$ cat config.mk
export PLATFORM = sky130hd
export DESIGN_NAME = radar_dirty_delta_report_table_unit
export DESIGN_NICKNAME = d
export VERILOG_FILES = /design/src/rddr_pkg.sv /design/src/radar_dirty_delta_report_table_unit.sv /design/src/rddr_ram.sv /design/src/rddr_maps.sv
export SDC_FILE = /design/constraint.sdc
export NUM_CORES = 2
export LEC_CHECK = 0
export BUFFER_PORTS_ARGS = -buffer_cell sky130_fd_sc_hd__buf_2
export CAP_MARGIN = 20
export CORE_MARGIN = 3
export CORE_UTILIZATION = 55
export CTS_BUF_LIST = sky130_fd_sc_hd__clkbuf_8 sky130_fd_sc_hd__clkbuf_16
export DETAILED_ROUTE_END_ITERATION = 8
export GPL_ROUTABILITY_DRIVEN = 0
export PLACE_DENSITY = 0.71
export SLEW_MARGIN = 20
export SYNTH_ARGS = -nofsm -noshare
export SYNTH_HDL_FRONTEND = slang
export SYNTH_SLANG_ARGS = --single-unit
$ cat constraint.sdc
create_clock -name clk -period 5.6 [get_ports clk]
set_input_delay 0 -clock clk [delete_from_list [all_inputs] [get_ports clk]]
set_output_delay 0 -clock clk [all_outputs]
set_load 0.02 [all_outputs]
$ cat src/rddr_pkg.sv
// ----------------------------------------------------------------------------
// rddr_pkg: shared types for the radar dirty-delta report table
// Beat payloads, function codes, sequencer states and the bitmap command.
// ----------------------------------------------------------------------------
`default_nettype none

package rddr_pkg;

  localparam int ANGLES_DEF  = 128;
  localparam int MAX_RUN_DEF = 28;
  localparam int ANGLE_W     = 8;
  localparam int VALUE_W     = 8;
  // Cursor width: holds any angle plus one past the last.
  localparam int CUR_W       = 9;
  // Bitmap word width examined per scan cycle.
  localparam int SCAN_W      = 16;
  localparam int SCAN_PW     = $clog2(SCAN_W);

  typedef enum logic [1:0] {
    FUNC_WRITE    = 2'd0,
    FUNC_DISPATCH = 2'd1,
    FUNC_ACK      = 2'd2,
    FUNC_NONE     = 2'd3
  } func_t;

  typedef struct packed {
    func_t              func;
    logic [ANGLE_W-1:0] angle;
    logic [VALUE_W-1:0] value;
  } in_t;

  typedef struct packed {
    logic               empty_res;
    logic [ANGLE_W-1:0] angle_res;
    logic [VALUE_W-1:0] value_res;
    logic               last;
  } out_t;

  typedef enum logic [2:0] {
    ST_IDLE,
    ST_SCAN,
    ST_READ,
    ST_LOAD,
    ST_EMPTY
  } state_t;

  typedef struct packed {
    logic               wr;
    logic [ANGLE_W-1:0] wr_angle;
    logic               clr_flight;
    logic               ack;
    logic               mark;
    logic [CUR_W-1:0]   mark_angle;
  } map_cmd_t;

  typedef struct packed {
    logic             hit;
    logic [CUR_W-1:0] pos;
  } scan_res_t;

endpackage

`default_nettype wire

$ cat src/radar_dirty_delta_report_table_unit.sv
// ----------------------------------------------------------------------------
// radar_dirty_delta_report_table_unit: per-angle store with delta reports
// Stores one byte per angle and reports runs of changed angles on request.
//
// Input channel (in_valid / in_stall / in_data): one beat per command.
// Writes and acknowledges complete in the accepting cycle and give no output.
// A dispatch holds the input stalled while the sequencer scans the dirty map
// one 16-bit word per cycle, reads the first value from the value RAM, then
// emits one output beat per cycle while the receiver does not stall, for each
// angle of the run, up to MAX_RUN beats. A dispatch with nothing dirty gives
// a single beat with empty_res and last set.
//
// The output beat sits in a register; while the receiver stalls, the run
// pauses and the beat holds. New commands are taken while the last beat of a
// run still waits. Reset clears all flag maps and the sequencer; the value
// RAM is not cleared, since only written angles are ever reported.
// ----------------------------------------------------------------------------
`default_nettype none

module radar_dirty_delta_report_table_unit
  import rddr_pkg::*;
#(
  parameter int ANGLES  = ANGLES_DEF,
  parameter int MAX_RUN = MAX_RUN_DEF
) (
  input  wire logic clk,
  input  wire logic rst,
  input  wire logic in_valid,
  output logic      in_stall,
  input  wire in_t  in_data,
  output logic      out_valid,
  input  wire logic out_stall,
  output out_t      out_data
);

  localparam int NW  = (ANGLES + SCAN_W - 1) / SCAN_W;
  localparam int WIW = $clog2(NW);
  localparam int RAW = $clog2(ANGLES);
  localparam int NRW = $clog2(MAX_RUN + 1);

  state_t             state, state_next;
  logic [WIW-1:0]     wi, wi_next;
  logic [CUR_W-1:0]   cur, cur_next;
  logic [NRW-1:0]     n, n_next;
  logic               ov, ov_next;
  out_t               od, od_next;

  map_cmd_t           cmd;
  scan_res_t          scan;
  logic [CUR_W-1:0]   probe_angle;
  logic               probe_dirty;

  logic               ram_we;
  logic               ram_re;
  logic [RAW-1:0]     ram_raddr;
  logic [VALUE_W-1:0] ram_rdata;

  logic               slot_free;
  logic [NRW-1:0]     n_inc;
  logic               run_end;

  rddr_maps #(
    .ANGLES(ANGLES)
  ) u_maps (
    .clk        (clk),
    .rst        (rst),
    .cmd        (cmd),
    .scan_idx   (wi),
    .scan       (scan),
    .probe_angle(probe_angle),
    .probe_dirty(probe_dirty)
  );

  rddr_ram #(
    .WIDTH(VALUE_W),
    .DEPTH(ANGLES)
  ) u_values (
    .clk  (clk),
    .we   (ram_we),
    .waddr(in_data.angle[RAW-1:0]),
    .wdata(in_data.value),
    .re   (ram_re),
    .raddr(ram_raddr),
    .rdata(ram_rdata)
  );

  assign slot_free   = !ov || !out_stall;
  assign probe_angle = cur + CUR_W'(1);
  assign n_inc       = n + NRW'(1);
  // The run stops at the run limit, at the top angle, or at a clean angle.
  assign run_end     = (n_inc == NRW'(MAX_RUN)) || !probe_dirty;

  always_comb begin
    state_next = state;
    wi_next    = wi;
    cur_next   = cur;
    n_next     = n;
    ov_next    = ov && out_stall;
    od_next    = od;
    cmd        = '0;
    ram_we     = 1'b0;
    ram_re     = 1'b0;
    ram_raddr  = cur[RAW-1:0];
    in_stall   = (state != ST_IDLE);

    unique case (state)
      ST_IDLE: begin
        if (in_valid) begin
          unique case (in_data.func)
            FUNC_WRITE: begin
              cmd.wr       = 1'b1;
              cmd.wr_angle = in_data.angle;
              ram_we       = CUR_W'(in_data.angle) < CUR_W'(ANGLES);
            end
            FUNC_DISPATCH: begin
              cmd.clr_flight = 1'b1;
              wi_next        = '0;
              state_next     = ST_SCAN;
            end
            FUNC_ACK: begin
              cmd.ack = 1'b1;
            end
            FUNC_NONE: begin
            end
            default: begin
            end
          endcase
        end
      end

      ST_SCAN: begin
        if (scan.hit) begin
          cur_next   = scan.pos;
          n_next     = '0;
          state_next = ST_READ;
        end else if (wi == WIW'(NW - 1)) begin
          state_next = ST_EMPTY;
        end else begin
          wi_next = wi + WIW'(1);
        end
      end

      ST_READ: begin
        ram_re     = 1'b1;
        state_next = ST_LOAD;
      end

      ST_LOAD: begin
        if (slot_free) begin
          ov_next           = 1'b1;
          od_next.empty_res = 1'b0;
          od_next.angle_res = cur[ANGLE_W-1:0];
          od_next.value_res = ram_rdata;
          od_next.last      = run_end;
          cmd.mark          = 1'b1;
          cmd.mark_angle    = cur;
          if (run_end) begin
            state_next = ST_IDLE;
          end else begin
            // Fetch the next value while this beat goes out.
            cur_next  = probe_angle;
            n_next    = n_inc;
            ram_re    = 1'b1;
            ram_raddr = probe_angle[RAW-1:0];
          end
        end
      end

      ST_EMPTY: begin
        if (slot_free) begin
          ov_next           = 1'b1;
          od_next.empty_res = 1'b1;
          od_next.angle_res = '0;
          od_next.value_res = '0;
          od_next.last      = 1'b1;
          state_next        = ST_IDLE;
        end
      end

      default: begin
        state_next = ST_IDLE;
      end
    endcase
  end

  always_ff @(posedge clk) begin
    if (rst) begin
      state <= ST_IDLE;
      ov    <= 1'b0;
    end else begin
      state <= state_next;
      ov    <= ov_next;
    end
  end

  always_ff @(posedge clk) begin
    wi  <= wi_next;
    cur <= cur_next;
    n   <= n_next;
    od  <= od_next;
  end

  assign out_valid = ov;
  assign out_data  = od;

endmodule

`default_nettype wire

$ cat src/rddr_ram.sv
// ----------------------------------------------------------------------------
// rddr_ram: generic simple dual-port RAM
// One write port and one read port with registered read data.
// ----------------------------------------------------------------------------
`default_nettype none

module rddr_ram #(
  parameter int WIDTH = 8,
  parameter int DEPTH = 128,
  localparam int AW = $clog2(DEPTH)
) (
  input  wire logic             clk,
  input  wire logic             we,
  input  wire logic [AW-1:0]    waddr,
  input  wire logic [WIDTH-1:0] wdata,
  input  wire logic             re,
  input  wire logic [AW-1:0]    raddr,
  output logic      [WIDTH-1:0] rdata
);

  logic [WIDTH-1:0] mem [DEPTH];

  always_ff @(posedge clk) begin
    if (we) begin
      mem[waddr] <= wdata;
    end
    if (re) begin
      rdata <= mem[raddr];
    end
  end

endmodule

`default_nettype wire

$ cat src/rddr_maps.sv
// ----------------------------------------------------------------------------
// rddr_maps: dirty, in-flight and changed-while-sending bitmaps
// Holds the three per-angle flag maps, applies update commands, and provides
// a one-word-per-cycle first-dirty scan and a single-bit dirty probe.
// ----------------------------------------------------------------------------
`default_nettype none

module rddr_maps
  import rddr_pkg::*;
#(
  parameter int ANGLES = ANGLES_DEF,
  localparam int NW  = (ANGLES + SCAN_W - 1) / SCAN_W,
  localparam int NB  = NW * SCAN_W,
  localparam int IW  = $clog2(NB),
  localparam int WIW = $clog2(NW)
) (
  input  wire logic             clk,
  input  wire logic             rst,
  input  wire map_cmd_t         cmd,
  input  wire logic [WIW-1:0]   scan_idx,
  output scan_res_t             scan,
  input  wire logic [CUR_W-1:0] probe_angle,
  output logic                  probe_dirty
);

  // Bits at or above ANGLES pad the last word and are never set.
  logic [NB-1:0] dirty, dirty_next;
  logic [NB-1:0] flight, flight_next;
  logic [NB-1:0] changed, changed_next;

  logic [CUR_W-1:0]  wr_ext;
  logic              wr_ok;
  logic [IW-1:0]     wr_idx;
  logic [SCAN_W-1:0] word;
  logic [SCAN_PW-1:0] first;

  assign wr_ext = CUR_W'(cmd.wr_angle);
  assign wr_ok  = cmd.wr && (wr_ext < CUR_W'(ANGLES));
  assign wr_idx = wr_ext[IW-1:0];

  always_comb begin
    dirty_next   = dirty;
    flight_next  = flight;
    changed_next = changed;
    if (wr_ok) begin
      dirty_next[wr_idx] = 1'b1;
      if (flight[wr_idx]) begin
        changed_next[wr_idx] = 1'b1;
      end
    end
    if (cmd.ack) begin
      dirty_next   = (dirty & ~flight) | changed;
      changed_next = '0;
    end
    if (cmd.clr_flight) begin
      flight_next = '0;
    end
    if (cmd.mark) begin
      flight_next[cmd.mark_angle[IW-1:0]] = 1'b1;
    end
  end

  always_ff @(posedge clk) begin
    if (rst) begin
      dirty   <= '0;
      flight  <= '0;
      changed <= '0;
    end else begin
      dirty   <= dirty_next;
      flight  <= flight_next;
      changed <= changed_next;
    end
  end

  // Word scan: lowest set bit of the selected word.
  assign word = dirty[scan_idx*SCAN_W +: SCAN_W];

  always_comb begin
    first = '0;
    for (int i = SCAN_W - 1; i >= 0; i--) begin
      if (word[i]) begin
        first = SCAN_PW'(i);
      end
    end
    scan.hit = |word;
    scan.pos = CUR_W'({scan_idx, first});
  end

  assign probe_dirty = (probe_angle < CUR_W'(ANGLES)) ? dirty[probe_angle[IW-1:0]] : 1'b0;

endmodule

`default_nettype wire
## Word-level counts from Yosys, hierarchy flattened

Memories as Yosys holds them, arrays and structs flattened. A register that Yosys moved wholly into a read port is not among the register bits.
Cells that the tools add are included.

- RAM bits: 1024
- Bits of input ports: 22
- Flip-flop bits (word level): 423
- Logic and storage cells: 146
- Memories: 1

- Shift-type cells: 1
- Add/subtract/negate cells: 3
- Eq/ne operators: 18
- Muxes and demuxes: 73
- Reductions and logical operators: 24
- Order comparisons: 8
- Bitwise operators: 6

Memories:

| memory | depth | bits a word | rd ports | clocked after Yosys merged registers in | wr ports | RTL line | text |
|---|---|---|---|---|---|---|---|
| u_values.mem | 128 | 8 | 1 | 1 | 1 | rddr_ram.sv:21 | `logic [WIDTH-1:0] mem [DEPTH];` |

Operators with widths:

| kind | count |
|---|---|
| $mux 128 | 4 |
| $or 128x128->128 | 4 |
| $and 128x128->128 | 1 |
| $not 128->128 | 1 |
| $shiftx 128x8->16 | 1 |
| $mux 4 | 16 |
| $mux 18 | 2 |
| $mux 9 | 4 |
| $pmux 18 s2 | 1 |
| $mux 3 | 11 |
| $lt 7x8->1 const B | 3 |
| $mux 11 | 2 |
| $mux 7 | 3 |
| $mux 10 | 2 |
| $pmux 9 s2 | 1 |
| $lt 8x8->1 const B | 2 |
| $mux 1 | 16 |
| $ne 2x2->1 const B | 8 |
| $reduce_or 16->1 | 1 |
| $mux 5 | 3 |
| $pmux 3 s5 | 1 |
| $bmux 1 s7 | 2 |
| $demux 1 s7 | 2 |
| $ge 7x1->1 const B | 2 |
| 28 further kinds | 40 |

## Logic depth before layout (Yosys ltp)

- Depth in word-level cells: 19
- Mapped depth: 22
- Gate-level depth less buffers: 15

## Cells and area by module

Synthesis repeated with hierarchy kept, for this count alone.

- Cell total of the unflattened synthesis: 3839
- Area, all modules: 60197.7 um2

By module, submodules not included:

| module | cells an instance | area an instance (um2) | sequential area each (um2) | times used |
|---|---|---|---|---|
| rddr_ram | 1635 | 39745.6 | 30989.7 | 1 |
| rddr_maps | 2017 | 18336.3 | 7687.4 | 1 |
| radar_dirty_delta_report_table_unit | 187 | 2115.8 | 1131.1 | 1 |

## Worst setup path after synthesis

OpenSTA, ideal clock, no wires.

- Path type: reg2reg
- Start point: reg cur[1]
- End point: reg u_values.rdata[0], read port of u_values.mem (data pin)
- Path buffers: 7
- Setup slack: 1238 ps
- Required time: 5330 ps
- Clock period less this slack: 4362 ps
- Data arrival time: 4091 ps
- Stages on the path, launching flop included: 20
- Cell sequence: edfxtp_1 > ha_1 > buf_4 > buf_12 > buf_8 > mux4_2 > mux4_2 > o211ai_1 > a211oi_2 > buf_6 > mux2_1 > o31ai_1 > buf_4 > buf_4 > buf_4 > a32oi_1 > a31oi_1 > nor3_1 > a31oi_1 > o311ai_1

- Word-level cells in the longest chain between the ends: 9
- Elaborated cells on any way between the ends: 13
- Classes of those cells: add/sub: 1; order compare: 1; mux: 9; reduce/logical: 2

Ends and longest elaborated chain:

| item | RTL line | text |
|---|---|---|
| start, declared | radar_dirty_delta_report_table_unit.sv:43 | `logic [CUR_W-1:0] cur, cur_next;` |
| start signal, assigned | radar_dirty_delta_report_table_unit.sv:198 | `cur <= cur_next;` |
| $add 9x1->9 | radar_dirty_delta_report_table_unit.sv:88 | `assign probe_angle = cur + CUR_W'(1);` |
| $bmux 1 s7 | rddr_maps.sv:89 | `assign probe_dirty = (probe_angle < CUR_W'(ANGLES)) ? dirty[probe_angle[IW-1:0]] : 1'b0;` |
| $mux 1 (implied by the code) | rddr_maps.sv:89 |  |
| $mux 1 | rddr_maps.sv:89 |  |
| $logic_not 1->1 | radar_dirty_delta_report_table_unit.sv:91 | `assign run_end = (n_inc == NRW'(MAX_RUN)) \|\| !probe_dirty;` |
| $logic_or 1x1->1 | radar_dirty_delta_report_table_unit.sv:91 |  |
| $mux 1 or $mux 7 (tied branches) | radar_dirty_delta_report_table_unit.sv:157 | `if (run_end) begin` |
| $mux 1 or $mux 7 (tied branches) | radar_dirty_delta_report_table_unit.sv:149 | `if (slot_free) begin` |
| $pmux 1 s2 or $mux 7 (tied branches) | radar_dirty_delta_report_table_unit.sv:106 | `unique case (state)` |
| end, declared | rddr_ram.sv:18 | `output logic [WIDTH-1:0] rdata` |

Several ways; a longest one is shown, not always the timed one. The select of a mux whose other input is x is not followed.
A chain may end at the register's enable or synchronous reset.

## Worst setup path in the final report

- Start point: reg cur[0]
- End point: reg u_values.rdata[0], read port of u_values.mem (data pin)

The elaborated chain is that of the path after synthesis.

==> flow_metrics.tcl <==
set metrics [dict create \
    slew_headroom_pct 14.4 \
    grt_pass1_vias 41487 \
    synth_edf_count 1067 \
    post_drt_wl_per_cell_um 28.1 \
    synthesis.area_um2 59300 \
    synthArstFlopShare_pct 0 \
    yosys-top-cells-area "edfxtp_1 54%, dfxtp_1 13%, nand2_1 6.9%" \
    die_w_um 334 \
    end_kind "flop" \
    slew_viol_final 0 \
    synth_area_per_cell_um2 11.7 \
    ant_nets 0 \
    synth_top_area_share_pct 54.0 \
    hp-start "in_valid" \
    route.detailed.drc 3 \
    combPwrFrac_pct 12.4 \
    fmax_ghz 0.183 \
    cts-buffers-inserted 146 \
    worstSetupPathType "flop to flop" \
    tightest_slew_ns 1.28 \
    nets 5259 \
    grt_pass1_wl_mm 274 \
    ys_seq_area_share_pct 67.1 \
    switching_share_pct 26.3 \
    die_h_um 334 \
    hold_viol_final 0 \
    grt_use_total_pct 33.2 \
    port_buffers 41 \
    power_switching_uw 6420 \
    setup.worst_path.start "cur[0]$_DFFE_PP_" \
    hp-class "input port to flop" \
    synth.ff_latch_count 1455 \
    synth_nets 5097 \
    top_layer_used "met4" \
    dr.pass1.iters 9 \
    yosysUniqueCellTypes 71 \
    die_area_um2 112000 \
    start_util_pct 55.9 \
    clk_pin_slew_ns 0.06 \
    wl_met1_mm 71.4 \
    seqPwrFrac_pct 48.3 \
    ys.warnings.count 0 \
    r2r-start "cur[0]$_DFFE_PP_" \
    core_area_um2 106000 \
    synthFlopType "edfxtp_1" \
    wl_met2_mm 79.7 \
    p_leak_uw 0.0229 \
    area_delta_synth_final_pct 14.2 \
    violations "design-rule violations" \
    cap_viol_max_count 0 \
    cts_tree "built" \
    io_pins 42 \
    worstPathArrival_ns 5.96 \
    status "finished, violations left" \
    whs_ns 0.0739 \
    met3_length_mm 27.9 \
    fin_crit_ns 5.46 \
    cp.required_ns 6.10 \
    ir_drop_mv 0.241 \
    htreeDepth 4 \
    internal-power_uw 18000 \
    final-setup-viol-count 0 \
    syn_inst 5070 \
    vias 44564 \
    start_kind "flop" \
    clk_latency_ns 0.78 \
    via_per_inst 6.60 \
    p_clk_share_pct 39.3 \
    antenna_found_initial 8 \
    rows 119 \
    wl_mm 190 \
    globalRouteOverflowTotal 0 \
    p_per_area_nw_per_um2 360 \
    grt_max_degree 257 \
    drive_above_1_share_pct 12.9 \
    clk_path_buf_depth 3 \
    yosys.area.top_type "edfxtp_1" \
    cts_sinks 1455 \
    post-route-util_pct 63.8 \
    root_buffer "clkbuf_16" \
    fin_skew_ns 0.0366 \
    cp_max_fo 35 \
    post-dp-hpwl_mm 122 \
    drt_iter0_markers 8293 \
    fin_crit_sh_pct 97.5 \
]
final timing paths:
check                                  end  slack (ns)  cells past startpoint
max            u_values.rdata[0]$_DFFE_PP_        0.14                     18
min          u_maps.dirty[44]$_SDFFE_PP0P_        0.07                      6
max reg2reg    u_values.rdata[0]$_DFFE_PP_        0.14                     18
min reg2reg  u_maps.dirty[41]$_SDFFE_PP0P_        0.44                      2
critical path: stages (launching register included):
cell and delay [ns]:
edfxtp_1 0.43, buf_4 0.28, and3_1 0.26, xnor2_2 0.51, a2111oi_0 0.17, o31ai_1 0.31
a32oi_2 0.14, buf_4 0.20, a21oi_1 0.19, nand2_2 0.22, o41ai_4 0.49, buf_12 0.29
buf_12 0.26, nand3_1 0.17, a31oi_1 0.32, nor3_1 0.15, buf_4 0.15, a31oi_1 0.42
o311ai_1 0.18
synth_stat cells, types with 6 or more instances:
| cell type | number |
|---|---|
| mux2i_1 | 116 |
| a21oi_1 | 350 |
| buf_1 | 8 |
| a41o_1 | 8 |
| a31oi_1 | 144 |
| a32oi_1 | 98 |
| edfxtp_1 | 1067 |
| clkbuf_1 | 172 |
| xor2_1 | 6 |
| a211oi_1 | 36 |
| nor4_1 | 12 |
| and2_1 | 25 |
| o211ai_1 | 12 |
| buf_6 | 9 |
| inv_1 | 45 |
| o311ai_1 | 11 |
| o21ai_0 | 105 |
| buf_4 | 43 |
| or2_2 | 6 |
| nand2_1 | 1089 |
| mux4_2 | 65 |
| nor3_1 | 86 |
| dfxtp_1 | 388 |
| nand3_1 | 242 |
| or4_1 | 7 |
| o31ai_1 | 6 |
| nand2b_1 | 16 |
| o22ai_1 | 60 |
| mux2_2 | 10 |
| a22oi_1 | 129 |
| nor2_1 | 463 |
| xnor2_1 | 9 |
| buf_2 | 116 |
| nor2b_1 | 8 |
| or3_1 | 31 |
cell usage in the layout (no fill, tap or decap), types with 60 or more instances in the layout:
master / instances
a22oi_1: 129
nand3_1: 242
clkbuf_16: 146
buf_4: 254
o21ai_0: 105
mux2i_1: 115
edfxtp_1: 1067
nand2_1: 1088
a21oi_1: 349
a31oi_1: 144
a32oi_1: 97
nor3_1: 77
o22ai_1: 60
dfxtp_1: 388
mux4_2: 65
nor2_1: 441
inv_1: 77
state kept, by name, indices dropped and copies added (netlist names):
name,cells
u_values.mem,1024
u_maps.changed,128
u_maps.dirty,128
u_maps.flight,128
out_data,18
cur,9
u_values.rdata,8
n,5
state,3
wi,3
out_valid,1
cell type report:
cell class              count  area (um2)
flip-flops and latches   1455       39800
fillers                  7870       38400
multi-input cells        3220       17900
clock buffers             153        3750
repair buffers            364        3370
well taps                1391        1740
clock inverters           117         990
inverters                  45         169
diodes                      5        12.5
power groups by stage:
stage	logic, uW	registers [uW]	clock network, uW
after floorplan	1760	11900	0
after global placement	2820	12000	0
after detailed placement	2850	12000	0
after CTS	2880	11800	9630
after global routing	3170	11800	10100
final	3010	11800	9590
through the flow:
step	setup slack (ns)	TNS, ns	power, uW	cells	area (um2)
2_1_floorplan	1.24	0	13700	5070	59300
3_3_place_gp	-0.115	-0.221	14800	6437	62400
3_5_place_dp	-0.192	-0.592	14900	6439	62400
4_1_cts	0.0368	0	24300	6728	67400
5_1_grt	-0.0447	-0.0447	25000	6746	67700
6_report	0.141	0	24400	6750	67700
per-layer routing:
| metal | vias up | track usage [%] |
|---|---|---|
| met1 | 21429 | 47.4 |
| met5 | - | 0 |
| met3 | 695 | 9.49 |
| met2 | 3549 | 47.1 |
| met4 | 0 | 16.2 |
| li1 | 18891 | - |
kinds of logic after synthesis:
kind of cell / count (synthesis) / share of synthesized area, %
buffers and inverters: 395 / 3.18
AND/OR/NAND/NOR: 2012 / 14.1
AO/OA/AOI/OAI: 990 / 10.5
multiplexers: 194 / 4.70
XOR/XNOR: 19 / 0.350
adder cells (fa/ha/maj): 5 / 0.105
flip-flops: 1455 / 67.1
what timing repair did:
| item | in CTS | in global routing |
|---|---|---|
| setup endpoints to repair | 8 | 8 |
| hold endpoints to repair | 483 | 0 |
| cloned | 0 | 0 |
| hold buffers | 19 | 0 |
| buffers inserted | 0 | 11 |
| pin swaps | 0 | 5 |
| gates resized for setup | 2 | 5 |
(Power assumes the default switching activity.)
